**config.mk**
```make
export PLATFORM = sky130hd
export DESIGN_NAME = wlff_ctrl
export DESIGN_NICKNAME = d
export VERILOG_FILES = /design/src/design/weighted_linear_flux_fit_assert.svh /design/src/design/wlff_pkg.sv /design/src/design/wlff_ctrl.sv
export SDC_FILE = /design/constraint.sdc
export NUM_CORES = 1
export LEC_CHECK = 0
export ABC_CLOCK_PERIOD_IN_PS = 2100
export BUFFER_PORTS_ARGS = -buffer_cell sky130_fd_sc_hd__buf_2
export CAP_MARGIN = 25
export CORE_MARGIN = 2
export CORE_UTILIZATION = 49
export CTS_CLUSTER_DIAMETER = 150
export DETAILED_ROUTE_END_ITERATION = 12
export GPL_TIMING_DRIVEN = 0
export HOLD_SLACK_MARGIN = 0.05
export PLACE_DENSITY_LB_ADDON = 0.12
export SYNTH_ARGS = -nofsm -noshare
export SYNTH_HDL_FRONTEND = slang
export SYNTH_SLANG_ARGS = --single-unit
```
**constraint.sdc**
```tcl
create_clock -name clk -period 2.1 [get_ports clk]
set_clock_uncertainty 0.15 [all_clocks]
set_input_delay 0 -clock clk [delete_from_list [all_inputs] [get_ports clk]]
set_output_delay 0 -clock clk [all_outputs]
set_load 0.05 [all_outputs]
```
**src/design/weighted_linear_flux_fit_assert.svh**
```systemverilog
// Assertion macros for the flux fit block.
// IMP checks a same-cycle implication, NXT a next-cycle one.
// Both use the clk and rst of the module that expands them.
`ifndef WEIGHTED_LINEAR_FLUX_FIT_ASSERT_SVH
`define WEIGHTED_LINEAR_FLUX_FIT_ASSERT_SVH
`ifndef SYNTHESIS
`define WLFF_ASSERT_IMP(lbl, ante, cons) lbl: assert property (@(posedge clk) disable iff (rst) \
  (ante) |-> (cons)) else $error("flux fit: implication check failed");
`define WLFF_ASSERT_NXT(lbl, ante, cons) lbl: assert property (@(posedge clk) disable iff (rst) \
  (ante) |=> (cons)) else $error("flux fit: next-cycle check failed");
`else
`define WLFF_ASSERT_IMP(lbl, ante, cons)
`define WLFF_ASSERT_NXT(lbl, ante, cons)
`endif
`endif

```
**src/design/wlff_pkg.sv**
```systemverilog
package wlff_pkg;

  localparam int unsigned MAX_POINTS = 4096;
  localparam logic [62:0] CHI_MAX    = '1;

  // operand pair of the shared multiplier; also picks what is done with its product
  typedef enum logic [3:0] {
    MS_W_M,
    MS_WM_M,
    MS_WAA_W,
    MS_WA_WA,
    MS_WAF_W,
    MS_WA_WF,
    MS_WAA_WF,
    MS_WA_WAF,
    MS_FS_WAF,
    MS_FB_WF
  } mul_sel_t;

  typedef struct packed {
    logic     load_in;
    logic     mul_start;
    logic     mul_post;
    mul_sel_t mul_sel;
    logic     div_start;
    logic     div_post;
    logic     div_sel;
    logic     out_load;
  } cmd_t;

  typedef struct packed {
    logic last;
    logic mode;
    logic det_bad;
    logic mul_busy;
    logic div_busy;
    logic out_busy;
  } stat_t;

endpackage

```
**src/design/wlff_ctrl.sv**
```systemverilog
// Sequencer: point products, residual multiplies, then the closed-form solve
module wlff_ctrl import wlff_pkg::*; (
  input  logic  clk,
  input  logic  rst,
  input  logic  in_valid,
  output logic  in_stall,
  input  stat_t st,
  output cmd_t  cmd
);

  typedef enum logic [2:0] {
    S_IDLE,
    S_P1,
    S_P2,
    S_MGO,
    S_MWAIT,
    S_DGO,
    S_DWAIT,
    S_OUT
  } state_t;

  state_t   state;
  mul_sel_t step;
  logic     dsel;
  logic     skip_fit;

  assign skip_fit = (step == MS_WAF_W) && st.det_bad;

  always_ff @(posedge clk) begin
    if (rst) begin
      state <= S_IDLE;
      step  <= MS_W_M;
      dsel  <= 1'b0;
    end else begin
      case (state)
        S_IDLE: begin
          if (in_valid) begin
            state <= S_P1;
            step  <= MS_W_M;
          end
        end
        S_P1: state <= S_P2;
        S_P2: state <= S_MGO;
        S_MGO: begin
          state <= skip_fit ? S_OUT : S_MWAIT;
        end
        S_MWAIT: begin
          if (!st.mul_busy) begin
            case (step)
              MS_W_M: begin
                step  <= MS_WM_M;
                state <= S_MGO;
              end
              MS_WM_M: begin
                if (!st.last) begin
                  state <= S_IDLE;
                end else if (st.mode) begin
                  state <= S_OUT;
                end else begin
                  step  <= MS_WAA_W;
                  state <= S_MGO;
                end
              end
              MS_WAA_W:  begin step <= MS_WA_WA;  state <= S_MGO; end
              MS_WA_WA:  begin step <= MS_WAF_W;  state <= S_MGO; end
              MS_WAF_W:  begin step <= MS_WA_WF;  state <= S_MGO; end
              MS_WA_WF:  begin step <= MS_WAA_WF; state <= S_MGO; end
              MS_WAA_WF: begin step <= MS_WA_WAF; state <= S_MGO; end
              MS_WA_WAF: begin dsel <= 1'b0;      state <= S_DGO; end
              MS_FS_WAF: begin step <= MS_FB_WF;  state <= S_MGO; end
              MS_FB_WF:  state <= S_OUT;
              default:   state <= S_IDLE;
            endcase
          end
        end
        S_DGO: state <= S_DWAIT;
        S_DWAIT: begin
          if (!st.div_busy) begin
            if (!dsel) begin
              dsel  <= 1'b1;
              state <= S_DGO;
            end else begin
              step  <= MS_FS_WAF;
              state <= S_MGO;
            end
          end
        end
        S_OUT: begin
          if (!st.out_busy) begin
            state <= S_IDLE;
          end
        end
        default: state <= S_IDLE;
      endcase
    end
  end

  always_comb begin
    in_stall      = (state != S_IDLE);
    cmd.load_in   = (state == S_IDLE) && in_valid;
    cmd.mul_start = (state == S_MGO) && !skip_fit;
    cmd.mul_post  = (state == S_MWAIT) && !st.mul_busy;
    cmd.mul_sel   = step;
    cmd.div_start = (state == S_DGO);
    cmd.div_post  = (state == S_DWAIT) && !st.div_busy;
    cmd.div_sel   = dsel;
    cmd.out_load  = (state == S_OUT) && !st.out_busy;
  end

endmodule

```
### After elaboration in Yosys (flattened, before gate mapping)

Cells that the tools add are included.

* muxes and demuxes: 22
* reduce and logical (&&, ||, !) cells: 19
* equality and inequality tests: 25

Operators with widths (count)
* $pmux 4 s8: 1
* $mux 4: 6
* $pmux 3 s8: 1
* $mux 3: 7
* $eq 4x3->1 const B: 4
* $eq 3x3->1 const B: 4
* $pmux 3 s4: 1
* $pmux 4 s3: 1
* $ne 2x2->1 const B: 5
* $ne 9x2->1 const B: 1
* $eq 4x2->1 const B: 2
* $eq 4x4->1 const B: 2
* $reduce_and 4->1: 2
* $reduce_and 8->1: 1
* $reduce_or 7->1: 1
* $eq 3x2->1 const B: 2
* $logic_and 1x1->1: 6
* $ne 3x3->1 const B: 2
* $reduce_bool 3->1: 2
* $eq 4x1->1 const B: 1
* $logic_not 1->1: 4
* $logic_not 4->1: 1
* $eq 3x1->1 const B: 1
* $logic_not 3->1: 1
* other kinds (5): 7

* input bits: 9
* output and inout port bits: 12
* register bits: 8
* word-level logic and storage cells: 69

### Logic depth before layout (Yosys ltp)

Gate-level depths: netlist of run 1.

* depth after elaboration: 5
* mapped depth: 6
* gate-level depth less buffers: 5

### Least setup slack after synthesis of run 1

No wires, ideal clock.

* path kind: flip-flop to output port
* start point: reg step[3]
* end point: out cmd[9] (netlist bit)
* path buffers: 1
* required time: 1.950 ns
* data arrival time: 2.125 ns
* path slack: -0.175 ns
* stages on the path, launching flop included: 4
* cell sequence: dfxtp_1 clkbuf_1 nor4_1 nor3_1

RTL lines
* start: declaration: line wlff_ctrl.sv:23 `mul_sel_t step;`
* start signal: assignment: line wlff_ctrl.sv:32 `step <= MS_W_M;`
* start signal: assignment: line wlff_ctrl.sv:39 `step <= MS_W_M;`
* start signal: assignment: line wlff_ctrl.sv:51 `step <= MS_WM_M;`
* end: declaration: line wlff_ctrl.sv:8 `output cmd_t cmd`

==> summary.txt, run 1 <==
Timing
  – Setup TNS: 0 ns
  – Hold Violations, Final: 0
  – Hold_ws: 0.145 ns
  – Max Freq: 537 MHz
  – Final Slew Violations: 0
  – Final period util: 88.7%
  – Worst-Margin Slew: 0.431 ns
  – Rel. slew slack: 71.3%
  – Fin crit period: 1.86 ns
  – Final Worst Setup Slack: 0.236 ns
  – Final setup violating endpoints: 0
  – RSZ-0062 raised after global routing: false

CTS
  – CTS HTree Levels: 1
  – Post-CTS sizing: 0
  – CTS tree: done
  – Clock transition at path regs: 0.06 ns
  – Clk root buf: clkbuf_4
  – Max Buffers Root-to-Sink: 2
  – CTS sink cnt: 8
  – Num CTS Buffers: 3
  – Clk_lat worst skew: 0.27 ns

Synthesis
  – Most numerous cell in the Yosys netlist: nor2_1
  – Synth Flop Type: dfxtp_1
  – Post-synth EDFFs: 0
  – Netlist cell types: 38
  – Synth warnings: 0
  – Synth top area share: 22.6%
  – Post-synthesis simple-gate area fraction: 39.2%
  – Mux share of post-synthesis cell area: 2.83%
  – Post-Syn Area: 708 um^2
  – Synth Area in XOR/XNOR: 1.24%
  – Sequential-to-total area share from yosys stat: 22.6%
  – Area leader, netlist: dfxtp_1
  – Syn Inst Count: 100
  – Most frequent cells after synthesis: nor2_1, dfxtp_1, nand2_1
  – Syn_nets: 109
  – Seq cells post-synth: 8
  – Asr flop ratio synth: 0%
  – Synth top area cells: dfxtp_1, nor2_1, nand2b_1
  – Compound-Gate Fraction of Synth Area: 26.1%
  – Syn_area_per_cell: 7.08 um^2
  – Largest family of logic cells by synthesized area: simple AND/OR/NAND/NOR gates
  – Synth Area in Adders: 0%

Finish
  – Layout cells sized above 1: 24.4%
  – Area grow syn2layout: 27.0%
  – Filler cell count: 126
  – Nets@finish: 138
  – Core Util, Final: 68.3%
  – Diode count: 0

Critical path
  – R2r endpoint: step[0]$_SDFFE_PP0P_
  – Critical Path Sink Type: output pin
  – Critical Path AT: 1.71 ns
  – R2R cell count: 6
  – Worst-path cell chain: clkbuf_1 -> nand2_1 -> nor3b_1 -> buf_2
  – CP Class: reg2out
  – Register-to-Register Setup Slack: 0.36 ns
  – R2r startpoint: step[1]$_SDFFE_PP0P_
  – Critical path's slowest cell: dfxtp_1
  – Critical Path RT: 1.95 ns
  – CP peak stage delay: 0.40 ns
  – Crit start category: flop
  – Crit path max fanout: 10

Global routing
  – First-pass GRT wire length: 3.08 mm
  – All-Layer GR Usage: 22.0%
  – Global route overflow: 0
  – Initial antenna violation count: 0
  – Largest net degree at the start of global routing: 11
  – Vias in the first global route: 686

Floorplan
  – I/O pins: 21
  – Die width: 42.0 um
  – Chip height: 42.0 um
  – Full die area: 1770 um^2
  – Core area: 1320 um^2
  – Initial Utilization: 53.8%
  – Site Rows: 13

Job
  – Max Cap Viol: 0

Detailed routing
  – # DRC: 0
  – Via count: 835
  – Final wirelength: 1.87 mm
  – DRT iter0 DRCs: 42
  – DRT Pass-1 Iters: 4
  – Vias per inst: 5.88
  – DR WL/cell: 13.2 um
  – Post-DRT Antenna Nets: 0

Hold path
  – Hold depth: 6
  – Hold Crit Class: in2reg
  – Hold Path End: state[1]$_SDFFE_PP0P_
  – Hold wc startpoint: st[3]

Placed design
  – Setup Slack @ Placement: 0.379 ns
  – GPL Wtd Cong: 0.885
  – Hpwl dp: 1.36 mm
  – Port Buffers: 19

Pwr
  – Power per cell area: 441 nW/um^2
  – Tot Pwr: 0.397 mW
  – LEAKAGE: 0.368 nW
  – Peak supply drop: 0.346 mV

Run status
  – Status: complete, no violations
cells by family after synthesis:
group	Yosys count
and+or+nand+nor	51
AOI/OAI and AO/OA	27
buffers and inverters	11
DFF	8
muxes	2
xor gates and xnor gates	1
how the worst max path moves through the flow:
stage | from | end | slack (ns) | depth (start not counted)
global placement | step[1]$_SDFFE_PP0P_ | step[0]$_SDFFE_PP0P_ | 0.40 | 6
finish | state[1]$_SDFFE_PP0P_ | cmd[0] | 0.24 | 4
detailed placement | step[1]$_SDFFE_PP0P_ | step[0]$_SDFFE_PP0P_ | 0.38 | 6
CTS | state[1]$_SDFFE_PP0P_ | cmd[0] | 0.26 | 4
floorplan | state[1]$_SDFFE_PP0P_ | cmd[0] | -0.01 | 3
global route | state[1]$_SDFFE_PP0P_ | cmd[0] | 0.15 | 4
per-layer routing:
| metal | track usage (%) | part of all wire (%) |
|---|---|---|
| met2 | 30.9 | 43 |
| met1 | 33.2 | 47 |
| met3 | 2.59 | 8.1 |
| met5 | 0 | 0 |
| met4 | 10.0 | 1.8 |
report_power, final:
part,total (mW),switching [mW],internal (mW)
sequential,0.160,0.00474,0.155
combinational,0.108,0.0652,0.0431
clock,0.128,0.0624,0.0661
cells in the final DEF, fill, tap and decap left out, drive strengths merged, types with 3 or more instances in the layout:
master	count
clkbuf	6
nor4	5
nor2b	3
nand2	8
dfxtp	8
dlygate4sd3	5
a21oi	6
nor3	6
buf	25
a31oi	4
o21ai	8
nand2b	6
nor2	11
stage by stage:
step                      instances  instance area [um^2]
final                           142                   900
after global routing            142                   900
after CTS                       142                   900
after detailed placement        134                   827
after global placement          134                   827
after floorplan                 100                   713
cell type report:
cell class	count	area (um^2)	share of cell area, %
Multi-Input combinational cell	81	497	55.2
Sequential cell	8	160	17.8
Timing Repair Buffer	24	145	16.1
Buffer	9	48.8	5.42
Clock buffer	3	22.5	2.50
Tap cell	15	18.8	2.09
Inverter	2	7.51	0.834
critical path, delay by kind of cell (launching register included):
kind / cells / cell delay (ns)
buffers and inverters: 2 / 0.67
AND/OR/NAND/NOR: 2 / 0.38
flip-flops: 1 / 0.40
sequential cells by signal (all words and copies together) (netlist names):
register  count
step          4
state         3
dsel          1
repair_timing:
| action | CTS | global route |
|---|---|---|
| setup buffers | 0 | 0 |
| endpoints found under the hold margin | 7 | 0 |
| endpoints found under the setup margin | 0 | 0 |
| hold buffers | 5 | 0 |
(Power assumes the default switching activity.)
==> inputs of run 2 (changes only) <==
- CELL_PAD_IN_SITES_DETAIL_PLACEMENT: unset -> 1
- CELL_PAD_IN_SITES_GLOBAL_PLACEMENT: unset -> 1
- CORE_UTILIZATION: 49 -> 34
==> run 2 against run 1 <==
Net effect:
- critical path depth unchanged
- via count rose by 3.5%
- sequential share of layout area decreased by 0.098 points
- register-to-register slack worse by 0.11 ns
- worst hold slack got worse by 0.031 ns
- non-clock buffer count decreased by 1
- cell count up 7.7%
- largest cell class unchanged
==> summary.txt, run 2 (synthesis gave the netlist of run 1 again) <==
Timing
  – Final Worst Setup Slack: 0.232 ns
  – RSZ-0062 raised after global routing: false
  – Setup TNS: 0 ns
  – Final Slew Violations: 0
  – Max Freq: 535 MHz
  – Final period util: 89.0%
  – Hold_ws: 0.114 ns
  – Final setup violating endpoints: 0
  – Hold Violations, Final: 0
  – Rel. slew slack: 70.4%
  – Worst-Margin Slew: 0.444 ns
  – Fin crit period: 1.87 ns

Global routing
  – Initial antenna violation count: 0
  – All-Layer GR Usage: 19.7%
  – Global route overflow: 0
  – Vias in the first global route: 810
  – First-pass GRT wire length: 3.73 mm
  – Largest net degree at the start of global routing: 11

Finish
  – Area grow syn2layout: 27.7%
  – Commonest non-fill, non-tap cell in the layout: buf_2
  – Commonest cells after routing, fill and taps aside: buf_2, nor2_1, nand2_1, dfxtp_1, o21ai_0
  – Nets@finish: 137
  – Biggest register: step
  – Diode count: 0
  – Largest registers: step x4, state x3, dsel x1
  – Max reg flops: 4
  – Core Util, Final: 46.1%
  – Layout cells sized above 1: 24.6%

Floorplan
  – Site Rows: 16
  – Chip height: 49.6 um
  – I/O pins: 21
  – Core area: 1960 um^2
  – Initial Utilization: 36.1%
  – Die width: 49.6 um
  – Full die area: 2460 um^2

Critical path
  – Critical Path AT: 1.72 ns
  – Crit path max fanout: 10
  – CP Class: reg2out
  – R2r startpoint: step[3]$_SDFFE_PP0P_
  – Worst path depth: 4
  – CP top delay family: buffers and inverters
  – Worst path bufs/invs: 2
  – Crit start category: flop
  – Setup crit start: state[1]$_SDFFE_PP0P_
  – Critical Path Sink Type: output pin
  – CP peak stage delay: 0.40 ns
  – End of the critical path: cmd[0]
  – R2r endpoint: state[1]$_SDFFE_PP0P_
  – Critical path's slowest cell: dfxtp_1
  – Critical Path RT: 1.95 ns
  – R2R cell count: 6
  – Worst-path cell chain: clkbuf_1 -> nand2_1 -> nor3b_1 -> buf_2
  – Register-to-Register Setup Slack: 0.25 ns

Detailed routing
  – Vias per inst: 5.65
  – DR WL/cell: 14.6 um
  – Via count: 864
  – Final wirelength: 2.23 mm
  – Post-DRT Antenna Nets: 0
  – DRT Pass-1 Iters: 4
  – # DRC: 0
  – DRT iter0 DRCs: 9

CTS
  – Clock transition at path regs: 0.06 ns
  – Num CTS Buffers: 3
  – Max Buffers Root-to-Sink: 2
  – Postcts setup bufs: 0
  – CTS Hold Bufs: 4
  – Clk root buf: clkbuf_4
  – Clk_lat worst skew: 0.26 ns
  – Post-CTS sizing: 0
  – CTS sink cnt: 8
  – CTS HTree Levels: 1
  – CTS tree: done

Pwr
  – Power per cell area: 438 nW/um^2
  – Tot Pwr: 0.397 mW
  – LEAKAGE: 0.364 nW
  – Peak supply drop: 0.370 mV

Placed design
  – Port Buffers: 19
  – Hpwl dp: 1.67 mm
  – GPL Wtd Cong: 0.789
  – Setup Slack @ Placement: 0.299 ns

Hold path
  – Hold depth: 5
  – Hold Crit Class: in2reg

Job
  – Max Cap Viol: 0

Run status
  – Status: complete, no violations
-- run 2: final cells by class --
cell class | instances | area, um^2
Buffer | 9 | 48.8
Clock buffer | 3 | 22.5
Fill cell | 281 | 1060
Inverter | 2 | 7.51
Multi-Input combinational cell | 81 | 497
Sequential cell | 8 | 160
Tap cell | 27 | 33.8
Timing Repair Buffer | 23 | 135
-- run 2: through the flow --
step,instances,cell area (um^2)
after floorplan,100,713
after global placement,146,842
after detailed placement,146,842
after CTS,153,905
after global routing,153,905
final,153,905
-- run 2: worst reg2reg max path, stage by stage, from the launching register on --
cell,delay (ns)
dfxtp_1,0.33
clkbuf_1,0.22
nor2_1,0.13
nor4b_1,0.35
nor2_1,0.07
o21a_1,0.17
o32ai_1,0.31
-- run 2: worst min-delay path by stage --
stage,to,from,slack (ns)
2_1_floorplan,cmd[8],st[2],0.03
3_3_place_gp,state[0]$_SDFFE_PP0P_,in_valid,0.17
3_5_place_dp,state[0]$_SDFFE_PP0P_,in_valid,0.18
4_1_cts,state[2]$_SDFFE_PP0P_,st[0],0.09
5_1_grt,state[1]$_SDFFE_PP0P_,st[0],0.16
6_report,state[2]$_SDFFE_PP0P_,st[0],0.11
-- run 2: routing by layer --
layer | wire length [um] | track usage [%] | vias up
li1 | - | - | 422
met1 | 1120 | 27.4 | 413
met2 | 959 | 28.4 | 20
met3 | 72 | 3.33 | 9
met4 | 75 | 11.1 | 0
met5 | 0 | 0 | -
-- run 2: report_power, final --
group | switching (mW) | total [mW] | internal (mW)
sequential | 0.00470 | 0.160 | 0.155
clock | 0.0603 | 0.126 | 0.0660
combinational | 0.0684 | 0.110 | 0.0419
